--- src/hw/rtl/mpts_pkg.sv ---
// ============================================================================
// mpts_pkg
// Shared types, codes and pattern functions for the memory pattern test
// sequencer.
// ============================================================================
package mpts_pkg;

    localparam int OP_W      = 2;
    localparam int DATA_W    = 32;
    localparam int SIZE_W    = 2;
    localparam int ADDR_W    = 26;
    localparam int RES_W     = 2;
    localparam int REGION_W  = 25;
    localparam int INDEX_W   = 27;
    localparam int PASS_W    = 3;

    // Command codes on the command channel.
    localparam logic [OP_W-1:0] OP_START   = 2'd0;
    localparam logic [OP_W-1:0] OP_WR_ACK  = 2'd1;
    localparam logic [OP_W-1:0] OP_RD_DATA = 2'd2;

    // Access size codes; also the index of the width run.
    localparam logic [SIZE_W-1:0] SIZE_32 = 2'd0;
    localparam logic [SIZE_W-1:0] SIZE_16 = 2'd1;
    localparam logic [SIZE_W-1:0] SIZE_8  = 2'd2;

    // Per-width run result codes.
    localparam logic [RES_W-1:0] RES_NONE = 2'd0;
    localparam logic [RES_W-1:0] RES_PASS = 2'd1;
    localparam logic [RES_W-1:0] RES_FAIL = 2'd2;

    localparam logic [PASS_W-1:0]   LAST_PASS    = 3'd7;
    localparam logic [REGION_W-1:0] REGION_RESET = 25'd4194304;
    localparam logic [REGION_W-1:0] REGION_MAX   = 25'd16777216;

    function automatic logic [DATA_W-1:0] stage_mask(input logic [SIZE_W-1:0] stage);
        logic [DATA_W-1:0] m;
        begin
            unique case (stage)
                SIZE_32: m = 32'hFFFF_FFFF;
                SIZE_16: m = 32'h0000_FFFF;
                default: m = 32'h0000_00FF;
            endcase
            return m;
        end
    endfunction

    function automatic logic [DATA_W-1:0] pattern_value(
        input logic [PASS_W-1:0]  pass,
        input logic [INDEX_W-1:0] idx,
        input logic [SIZE_W-1:0]  stage
    );
        logic [DATA_W-1:0] v;
        begin
            unique case (pass)
                3'd0:    v = idx[0] ? 32'ha5a5_a5a5 : 32'h5a5a_5a5a;
                3'd1:    v = idx[0] ? 32'h3c3c_3c3c : 32'hc3c3_c3c3;
                3'd2:    v = 32'h5555_5555;
                3'd3:    v = 32'haaaa_aaaa;
                3'd4:    v = {{(DATA_W-INDEX_W){1'b0}}, idx};
                3'd5:    v = 32'h3333_3333;
                3'd6:    v = 32'hcccc_cccc;
                default: v = 32'h7777_7777;
            endcase
            return v & stage_mask(stage);
        end
    endfunction

endpackage

--- src/hw/rtl/mpts_cmd_if.sv ---
// ============================================================================
// mpts_cmd_if
// Command channel of the sequencer: start, write acknowledge and read data.
// ============================================================================
interface mpts_cmd_if import mpts_pkg::*; ();
    logic              valid;
    logic              ready;
    logic [OP_W-1:0]   op;
    logic [DATA_W-1:0] read_data;

    modport source (output valid, output op, output read_data, input ready);
    modport sink   (input valid, input op, input read_data, output ready);
endinterface

--- src/hw/rtl/mpts_req_if.sv ---
// ============================================================================
// mpts_req_if
// Request channel of the sequencer: memory request and run status per word.
// ============================================================================
interface mpts_req_if import mpts_pkg::*; ();
    logic              valid;
    logic              ready;
    logic              req_valid;
    logic              req_write;
    logic [SIZE_W-1:0] req_size;
    logic [ADDR_W-1:0] req_addr;
    logic [DATA_W-1:0] req_data;
    logic              done_res;
    logic [RES_W-1:0]  result_word32;
    logic [RES_W-1:0]  result_half16;
    logic [RES_W-1:0]  result_byte8;

    modport source (output valid, output req_valid, output req_write, output req_size,
                    output req_addr, output req_data, output done_res,
                    output result_word32, output result_half16, output result_byte8,
                    input ready);
    modport sink   (input valid, input req_valid, input req_write, input req_size,
                    input req_addr, input req_data, input done_res,
                    input result_word32, input result_half16, input result_byte8,
                    output ready);
endinterface

--- src/hw/rtl/memory_pattern_test_sequencer.sv ---
// ============================================================================
// memory_pattern_test_sequencer
// Drives a memory port through an eight-pass pattern test at 32, 16 and
// 8-bit access widths and reports pass or fail per width.
// ============================================================================
// Every command word produces exactly one request word, in the cycle after
// it is taken. The sequencing state and the request fields are computed
// combinationally from the command and the state registers, and the request
// is held in an output register; a new command is taken in every cycle in
// which that register is empty or being drained, so the sustained rate is
// one word per cycle. The region size is read live from the configuration
// register and should only be changed while no test is running.
module memory_pattern_test_sequencer
    import mpts_pkg::*;
(
    input  logic                clk,
    input  logic                rst_n,
    input  logic                cfg_wr_en,
    input  logic [REGION_W-1:0] cfg_wr_data,
    mpts_cmd_if.sink            cmd,
    mpts_req_if.source          req
);

    logic [REGION_W-1:0] region_reg;
    logic                running_reg, running_next;
    logic [SIZE_W-1:0]   stage_reg, stage_next;
    logic [PASS_W-1:0]   pass_reg, pass_next;
    logic                reading_reg, reading_next;
    logic [INDEX_W-1:0]  idx_reg, idx_next;
    logic [RES_W-1:0]    res32_reg, res32_next;
    logic [RES_W-1:0]    res16_reg, res16_next;
    logic [RES_W-1:0]    res8_reg, res8_next;

    logic                out_valid_reg;
    logic                req_valid_reg, req_write_reg, done_reg;
    logic [SIZE_W-1:0]   req_size_reg;
    logic [ADDR_W-1:0]   req_addr_reg;
    logic [DATA_W-1:0]   req_data_reg;
    logic [RES_W-1:0]    out_res32_reg, out_res16_reg, out_res8_reg;

    logic                cmd_fire;
    logic [REGION_W-1:0] region_eff;
    logic [INDEX_W-1:0]  elem_count;
    logic [INDEX_W-1:0]  idx_inc;
    logic                idx_last;
    logic                mismatch;
    logic                issue_v, issue_w, done_v;
    logic                finish_v, finish_fail;
    logic [INDEX_W+1:0]  addr_full;
    logic [DATA_W-1:0]   data_next;

    assign cmd.ready = !out_valid_reg || req.ready;
    assign cmd_fire  = cmd.valid && cmd.ready;

    // A zero region acts as one word, and sizes beyond the maximum are clamped.
    always_comb
    begin
        if (region_reg == '0)
            region_eff = {{(REGION_W-1){1'b0}}, 1'b1};
        else if (region_reg > REGION_MAX)
            region_eff = REGION_MAX;
        else
            region_eff = region_reg;
    end

    assign elem_count = {{(INDEX_W-REGION_W){1'b0}}, region_eff} << stage_reg;
    assign idx_inc    = idx_reg + {{(INDEX_W-1){1'b0}}, 1'b1};
    assign idx_last   = idx_inc >= elem_count;
    assign mismatch   = (cmd.read_data & stage_mask(stage_reg))
                        != pattern_value(pass_reg, idx_reg, stage_reg);

    always_comb
    begin
        running_next = running_reg;
        stage_next   = stage_reg;
        pass_next    = pass_reg;
        reading_next = reading_reg;
        idx_next     = idx_reg;
        res32_next   = res32_reg;
        res16_next   = res16_reg;
        res8_next    = res8_reg;
        issue_v      = 1'b0;
        issue_w      = 1'b0;
        done_v       = 1'b0;
        finish_v     = 1'b0;
        finish_fail  = 1'b0;

        priority if (cmd.op == OP_START)
        begin
            running_next = 1'b1;
            stage_next   = SIZE_32;
            pass_next    = '0;
            reading_next = 1'b0;
            idx_next     = '0;
            res32_next   = RES_NONE;
            res16_next   = RES_NONE;
            res8_next    = RES_NONE;
            issue_v      = 1'b1;
            issue_w      = 1'b1;
        end
        else if (cmd.op == OP_WR_ACK && running_reg && !reading_reg)
        begin
            issue_v = 1'b1;
            if (idx_last)
            begin
                reading_next = 1'b1;
                idx_next     = '0;
            end
            else
            begin
                idx_next = idx_inc;
                issue_w  = 1'b1;
            end
        end
        else if (cmd.op == OP_RD_DATA && running_reg && reading_reg)
        begin
            if (mismatch)
            begin
                finish_v    = 1'b1;
                finish_fail = 1'b1;
            end
            else if (idx_last)
            begin
                if (pass_reg == LAST_PASS)
                    finish_v = 1'b1;
                else
                begin
                    pass_next    = pass_reg + 3'd1;
                    reading_next = 1'b0;
                    idx_next     = '0;
                    issue_v      = 1'b1;
                    issue_w      = 1'b1;
                end
            end
            else
            begin
                idx_next = idx_inc;
                issue_v  = 1'b1;
            end
        end
        else
        begin
            issue_v = 1'b0;
        end

        // End of a width run: record it, then either stop or start the next width.
        if (finish_v)
        begin
            unique case (stage_reg)
                SIZE_32: res32_next = finish_fail ? RES_FAIL : RES_PASS;
                SIZE_16: res16_next = finish_fail ? RES_FAIL : RES_PASS;
                default: res8_next  = finish_fail ? RES_FAIL : RES_PASS;
            endcase
            if (stage_reg == SIZE_32 || stage_reg == SIZE_16)
            begin
                stage_next   = stage_reg + 2'd1;
                pass_next    = '0;
                reading_next = 1'b0;
                idx_next     = '0;
                issue_v      = 1'b1;
                issue_w      = 1'b1;
            end
            else
            begin
                running_next = 1'b0;
                reading_next = 1'b0;
                done_v       = 1'b1;
            end
        end
    end

    always_comb
    begin
        unique case (stage_next)
            SIZE_32: addr_full = {idx_next, 2'b00};
            SIZE_16: addr_full = {1'b0, idx_next, 1'b0};
            default: addr_full = {2'b00, idx_next};
        endcase
    end

    assign data_next = (issue_v && issue_w) ? pattern_value(pass_next, idx_next, stage_next)
                                             : '0;

    always_ff @(posedge clk or negedge rst_n)
    begin
        if (!rst_n)
        begin
            region_reg    <= REGION_RESET;
            running_reg   <= 1'b0;
            stage_reg     <= SIZE_32;
            pass_reg      <= '0;
            reading_reg   <= 1'b0;
            idx_reg       <= '0;
            res32_reg     <= RES_NONE;
            res16_reg     <= RES_NONE;
            res8_reg      <= RES_NONE;
            out_valid_reg <= 1'b0;
        end
        else
        begin
            if (cfg_wr_en)
                region_reg <= cfg_wr_data;
            if (cmd_fire)
            begin
                running_reg <= running_next;
                stage_reg   <= stage_next;
                pass_reg    <= pass_next;
                reading_reg <= reading_next;
                idx_reg     <= idx_next;
                res32_reg   <= res32_next;
                res16_reg   <= res16_next;
                res8_reg    <= res8_next;
            end
            if (cmd_fire)
                out_valid_reg <= 1'b1;
            else if (req.ready)
                out_valid_reg <= 1'b0;
        end
    end

    always_ff @(posedge clk)
    begin
        if (cmd_fire)
        begin
            req_valid_reg <= issue_v;
            req_write_reg <= issue_v && issue_w;
            req_size_reg  <= issue_v ? stage_next : SIZE_32;
            req_addr_reg  <= issue_v ? addr_full[ADDR_W-1:0] : '0;
            req_data_reg  <= data_next;
            done_reg      <= done_v;
            out_res32_reg <= res32_next;
            out_res16_reg <= res16_next;
            out_res8_reg  <= res8_next;
        end
    end

    assign req.valid         = out_valid_reg;
    assign req.req_valid     = req_valid_reg;
    assign req.req_write     = req_write_reg;
    assign req.req_size      = req_size_reg;
    assign req.req_addr      = req_addr_reg;
    assign req.req_data      = req_data_reg;
    assign req.done_res      = done_reg;
    assign req.result_word32 = out_res32_reg;
    assign req.result_half16 = out_res16_reg;
    assign req.result_byte8  = out_res8_reg;

    // The read phase only exists inside a running test.
    assert property (@(posedge clk) disable iff (!rst_n)
        reading_reg |-> running_reg)
        else $error("read phase active while no test is running");

    // A finishing word carries no request and reports all three widths.
    assert property (@(posedge clk) disable iff (!rst_n)
        (out_valid_reg && done_reg) |->
            (!req_valid_reg && out_res32_reg != RES_NONE &&
             out_res16_reg != RES_NONE && out_res8_reg != RES_NONE))
        else $error("done word with a request or an unfinished width");

    // Read requests never carry write data.
    assert property (@(posedge clk) disable iff (!rst_n)
        (out_valid_reg && req_valid_reg && !req_write_reg) |-> (req_data_reg == '0))
        else $error("read request with nonzero data");

    // A start command yields a 32-bit write to offset zero in the next cycle.
    assert property (@(posedge clk) disable iff (!rst_n)
        (cmd_fire && cmd.op == OP_START) |=>
            (out_valid_reg && req_valid_reg && req_write_reg &&
             req_size_reg == SIZE_32 && req_addr_reg == '0 && running_reg))
        else $error("start did not issue the first write");

endmodule

--- src/flat_wrapper.sv ---
// flat-port wrapper written by rule: the top's interface ports become plain ports
module memory_pattern_test_sequencer_flat import mpts_pkg::*;
  (clk, rst_n, cfg_wr_en, cfg_wr_data, cmd_valid, cmd_op, cmd_read_data, cmd_ready, req_valid, req_req_valid, req_req_write, req_req_size, req_req_addr, req_req_data, req_done_res, req_result_word32, req_result_half16, req_result_byte8, req_ready);
  mpts_cmd_if cmd_i ();
  mpts_req_if req_i ();
  input  logic clk;
  input  logic rst_n;
  input  logic cfg_wr_en;
  input  logic [REGION_W-1:0] cfg_wr_data;
  input wire logic [$bits(cmd_i.valid)-1:0] cmd_valid;
  input wire logic [$bits(cmd_i.op)-1:0] cmd_op;
  input wire logic [$bits(cmd_i.read_data)-1:0] cmd_read_data;
  output wire logic [$bits(cmd_i.ready)-1:0] cmd_ready;
  output wire logic [$bits(req_i.valid)-1:0] req_valid;
  output wire logic [$bits(req_i.req_valid)-1:0] req_req_valid;
  output wire logic [$bits(req_i.req_write)-1:0] req_req_write;
  output wire logic [$bits(req_i.req_size)-1:0] req_req_size;
  output wire logic [$bits(req_i.req_addr)-1:0] req_req_addr;
  output wire logic [$bits(req_i.req_data)-1:0] req_req_data;
  output wire logic [$bits(req_i.done_res)-1:0] req_done_res;
  output wire logic [$bits(req_i.result_word32)-1:0] req_result_word32;
  output wire logic [$bits(req_i.result_half16)-1:0] req_result_half16;
  output wire logic [$bits(req_i.result_byte8)-1:0] req_result_byte8;
  input wire logic [$bits(req_i.ready)-1:0] req_ready;
  assign cmd_i.valid = cmd_valid;
  assign cmd_i.op = cmd_op;
  assign cmd_i.read_data = cmd_read_data;
  assign cmd_ready = cmd_i.ready;
  assign req_valid = req_i.valid;
  assign req_req_valid = req_i.req_valid;
  assign req_req_write = req_i.req_write;
  assign req_req_size = req_i.req_size;
  assign req_req_addr = req_i.req_addr;
  assign req_req_data = req_i.req_data;
  assign req_done_res = req_i.done_res;
  assign req_result_word32 = req_i.result_word32;
  assign req_result_half16 = req_i.result_half16;
  assign req_result_byte8 = req_i.result_byte8;
  assign req_i.ready = req_ready;
  memory_pattern_test_sequencer u_core (.clk(clk), .rst_n(rst_n), .cfg_wr_en(cfg_wr_en), .cfg_wr_data(cfg_wr_data), .cmd(cmd_i), .req(req_i));
endmodule
--- config.mk ---
export PLATFORM = sky130hd
export DESIGN_NAME = memory_pattern_test_sequencer_flat
export DESIGN_NICKNAME = d
export VERILOG_FILES = /design/src/hw/rtl/mpts_pkg.sv /design/src/hw/rtl/mpts_cmd_if.sv /design/src/hw/rtl/mpts_req_if.sv /design/src/hw/rtl/memory_pattern_test_sequencer.sv /design/src/flat_wrapper.sv
export SDC_FILE = /design/constraint.sdc
export NUM_CORES = 1
export LEC_CHECK = 0
export ABC_AREA = 0
export BUFFER_PORTS_ARGS = -buffer_cell sky130_fd_sc_hd__buf_2
export CAP_MARGIN = 20
export CORE_ASPECT_RATIO = 0.9
export CORE_MARGIN = 2
export CORE_UTILIZATION = 40
export CTS_BUF_LIST = sky130_fd_sc_hd__clkbuf_2
export DETAILED_ROUTE_END_ITERATION = 10
export GPL_TIMING_DRIVEN = 0
export PLACE_DENSITY_LB_ADDON = 0.08
export SLEW_MARGIN = 20
export SYNTH_ARGS = -nofsm -noshare
export SYNTH_HDL_FRONTEND = slang
export SYNTH_SLANG_ARGS = --single-unit
--- constraint.sdc ---
create_clock -name clk -period 5.6 [get_ports clk]
set_clock_uncertainty 0.1 [all_clocks]
set_input_delay 0.56 -clock clk [delete_from_list [all_inputs] [get_ports clk]]
set_output_delay 0.56 -clock clk [all_outputs]
set_load 0.1 [all_outputs]
==> run_results.csv <==
group,metric,value,unit
outcome,outcome,"finished, final reports clean",
route,num_vias,9827,
placement,io_buffers,132,
placement,place_ws,-2.166,ns
yosys,synthTopCellsByArea,"edfxtp_1 21%, dfrtp_1 16%, nand2_1 5.8%",
yosys,synth-adder-area-share,3.972,%
floorplan,chipWidth,171.3,µm
cells_and_area,fin_area,0.01212,mm²
placement,placed_area,0.01123,mm²
cells_and_area,drive_above_1_share,29.91,%
yosys,synthCells,1081,
floorplan,start_util,40.35,%
clock_tree,insertion_delay,0.76,ns
global_routing,grt_max_degree,55,
placement,gp_congestion,0.9794,
cells_and_area,regArea,0.003731,mm²
setup_path,r2r_start,"u_core.idx_reg[1]",
route,ant_nets,0,
sta,fmax,183.2,MHz
floorplan,core_area,0.02498,mm²
setup_path,critPathKind,"reg -> reg",
yosys,synthXorXnorAreaFrac,2.781,%
route,drc,0,
route,drt_iter0_markers,1053,
cells_and_area,multi_input_area,0.006137,mm²
global_routing,grt_pass1_wl,54900,µm
sta,slew_viol_final,0,
yosys,synthFlopType,"edfxtp_1",
cells_and_area,largest_reg_flops,32,
setup_path,rrSetupSlack,0.14,ns
yosys,synth_nets,1177,
job,cap_viol_max_count,0,
sta,relSlewSlack,35.14,%
sta,fin_crit,5.459,ns
clock_tree,clk_transition_reported_paths,0.25,ns
yosys,synth_area,0.01008,mm²
cells_and_area,n_fill_cell,2432,
yosys,synth.avg_cell_area,9.324,µm²
yosys,synth_top_family_by_area,"compound AO/OA/AOI/OAI gates",
floorplan,fp.dieH,154.6,µm
sta,tightest_slew,0.9694,ns
yosys,ys_seq_elements,135,
route,dr.pass1.iters,5,
cells_and_area,fin_cells,1627,
setup_path,r2r-end,"u_core.req.req_addr[24]",
setup_path,crit_path_end_kind,"register",
clock_tree,cts_max_path_buffers,2,
sta,fin_crit_sh,97.49,%
route,wl_per_cell,22.55,µm
floorplan,io_pins,135,
yosys,ys_warn_count,0,
placement,dp_hpwl,27340,µm
route,vias_per_cell,6.040,
floorplan,num_rows,55,
route,wl,36680,µm
sta,setup_violations,0,
sta,rsz0062_at_grt,"yes",
sta,timing.hold.ws,0.1028,ns
yosys,yosysUniqueCellTypes,100,
setup_path,ff2ff_path_depth,19,
cells_and_area,fin_nets,1367,
setup_path,start_kind,"register",
global_routing,track_usage,27.71,%
floorplan,dieArea,0.02649,mm²
global_routing,grt-ovfl-total,0,
yosys,synth_compound_gate_area_share,22.28,%
power,p_leak,4.923,nW
global_routing,antenna_found_initial,1,
placement,dp_cells,1557,
yosys,synthMuxAreaShare,8.317,%
cells_and_area,area_growth,20.21,%
worst_hold_path,hold_path_class,"in -> async",
sta,hold_viol,0,
power,finalPower,3.653,mW
global_routing,grt_pass1_vias,9196,
power,power-per-cell-area,301.5,mW/mm²
yosys,yosys.area.top_type,"edfxtp_1",
yosys,synth_enable_flop_cells,69,
yosys,synth_common_cells,"157 x nand2_1, 77 x a21oi_1, 69 x edfxtp_1, 66 x nand3_1, 65 x dfrtp_1",
setup_path,arrival,5.87,ns
power,irDropWorstVdd,232.3,µV
yosys,yosysMostFrequentCell,"nand2_1",
clock_tree,cts-buffers-inserted,17,
setup_path,cp_data_required_time,6.01,ns
clock_tree,htree_levels,4,
clock_tree,cts_tree,"built",
sta,setup_slack,0.1408,ns
clock_tree,clock-sinks,135,
yosys,synthSimpleGateAreaFrac,20.95,%
yosys,yosysSeqAreaShare,36.95,%
yosys,synth-async-reset-ratio,48.89,%
clock_tree,root_buffer,"clkbuf_2",
setup_path,crit_fanout,8,
yosys,yosysTopAreaCellShare,20.56,%
## worst max-delay path, cell delays in order, from the launching register on
cell and delay [ns]:
dfrtp_2 0.51, ha_1 0.25, nand2_1 0.11, nor2_2 0.21
and3_2 0.30, nand3_4 0.15, and2_1 0.21, or2_2 0.30
ha_1 0.34, and4_1 0.19, a221oi_2 0.29, o221ai_2 0.17
or2_4 0.34, nand3_1 0.17, o211a_1 0.33, nor2_4 0.12
buf_4 0.20, a221o_2 0.52, a32oi_1 0.26, o21ai_1 0.12
## stage by stage
| step | setup TNS, ns | util [%] |
|---|---|---|
| final | 0 | 48.50 |
| after CTS | 0 | 47.68 |
| after floorplan | 0 | - |
| after detailed placement | -149.25 | 44.95 |
| after global routing | -0.09296 | 48.50 |
| after global placement | -154.44 | 44.71 |
## layer usage
layer / track usage [%] / wire [µm] / vias up
li1: - / - / 4510
met1: 39.62 / 16090 / 4768
met2: 40.28 / 15730 / 491
met3: 7.344 / 3572 / 58
met4: 10.01 / 1290 / 0
met5: 0 / 0 / -
## repair_timing
action | in CTS | in global routing
pin swaps | 4 | 5
endpoints found under the hold margin | 92 | 0
endpoints found under the setup margin | 109 | 83
gates resized for setup | 49 | 40
setup buffers | 6 | 8
hold buffers | 28 | 0
gates cloned | 0 | 1
## layout by cell type (no fill, tap or decap), types with 9 or more instances in the layout
cell | netlist | layout
nand2_1 | 157 | 155
a21oi_1 | 77 | 74
nand3_1 | 66 | 62
nand4_1 | 13 | 13
or2_2 | 10 | 9
a22o_1 | 17 | 17
a22oi_1 | 10 | 10
nand2b_1 | 9 | 9
clkbuf_1 | 43 | 26
a211oi_1 | 12 | 11
dfrtp_1 | 65 | 60
nor4_1 | 13 | 12
ha_1 | 32 | 32
nor3_1 | 18 | 15
xor2_1 | 13 | 12
mux2_2 | 32 | 32
nor2_1 | 51 | 45
inv_1 | 20 | 20
edfxtp_1 | 69 | 69
buf_4 | 8 | 26
and3_1 | 24 | 23
dlygate4sd3_1 | 0 | 28
a31oi_1 | 22 | 21
o211ai_1 | 11 | 11
a32oi_1 | 11 | 11
mux4_2 | 19 | 19
xnor2_1 | 19 | 17
buf_2 | 19 | 146
o21ai_0 | 30 | 26
clkbuf_2 | 0 | 27
## layout make-up
cell class | instances | area share, %
multi-input cells | 844 | 50.65
flip-flops and latches | 135 | 30.79
repair buffers | 176 | 9.108
well taps | 342 | 3.532
plain buffers | 74 | 3.387
clock inverters | 15 | 1.095
inverters | 23 | 0.7125
clock buffers | 17 | 0.7022
diodes | 1 | 0.02065
## how the worst max path moves through the flow
stage | startpoint | end | slack (ns)
finish | u_core.idx_reg[1] | u_core.req.req_addr[24] | 0.14
CTS | u_core.idx_reg[0] | u_core.req.req_data[8] | 0.007
detailed placement | u_core.idx_reg[0] | u_core.req.req_addr[1] | -2.17
global route | u_core.idx_reg[0] | u_core.req.req_data[6] | -0.04
global placement | u_core.idx_reg[0] | u_core.req.req_addr[1] | -2.21
floorplan | u_core.idx_reg[0] | u_core.req.req_data[16] | 0.19
## logic make-up (layout without fill, tap and decap cells)
kind of cell | count (synthesis) | in the layout
flops | 135 | 135
simple gates | 416 | 416
xor+xnor | 32 | 32
compound gates | 307 | 308
mux | 56 | 56
fa+ha+maj | 32 | 32
other cells | 0 | 1
buf+inv | 103 | 305
## power by group
part	switching (mW)	internal (mW)	total, mW
clock network	0.459	0.136	0.595
registers	0.0689	1.16	1.23
logic	1.25	0.571	1.82
total	1.78	1.87	3.65
No activity file was read; power rests on OpenSTA's default activity.
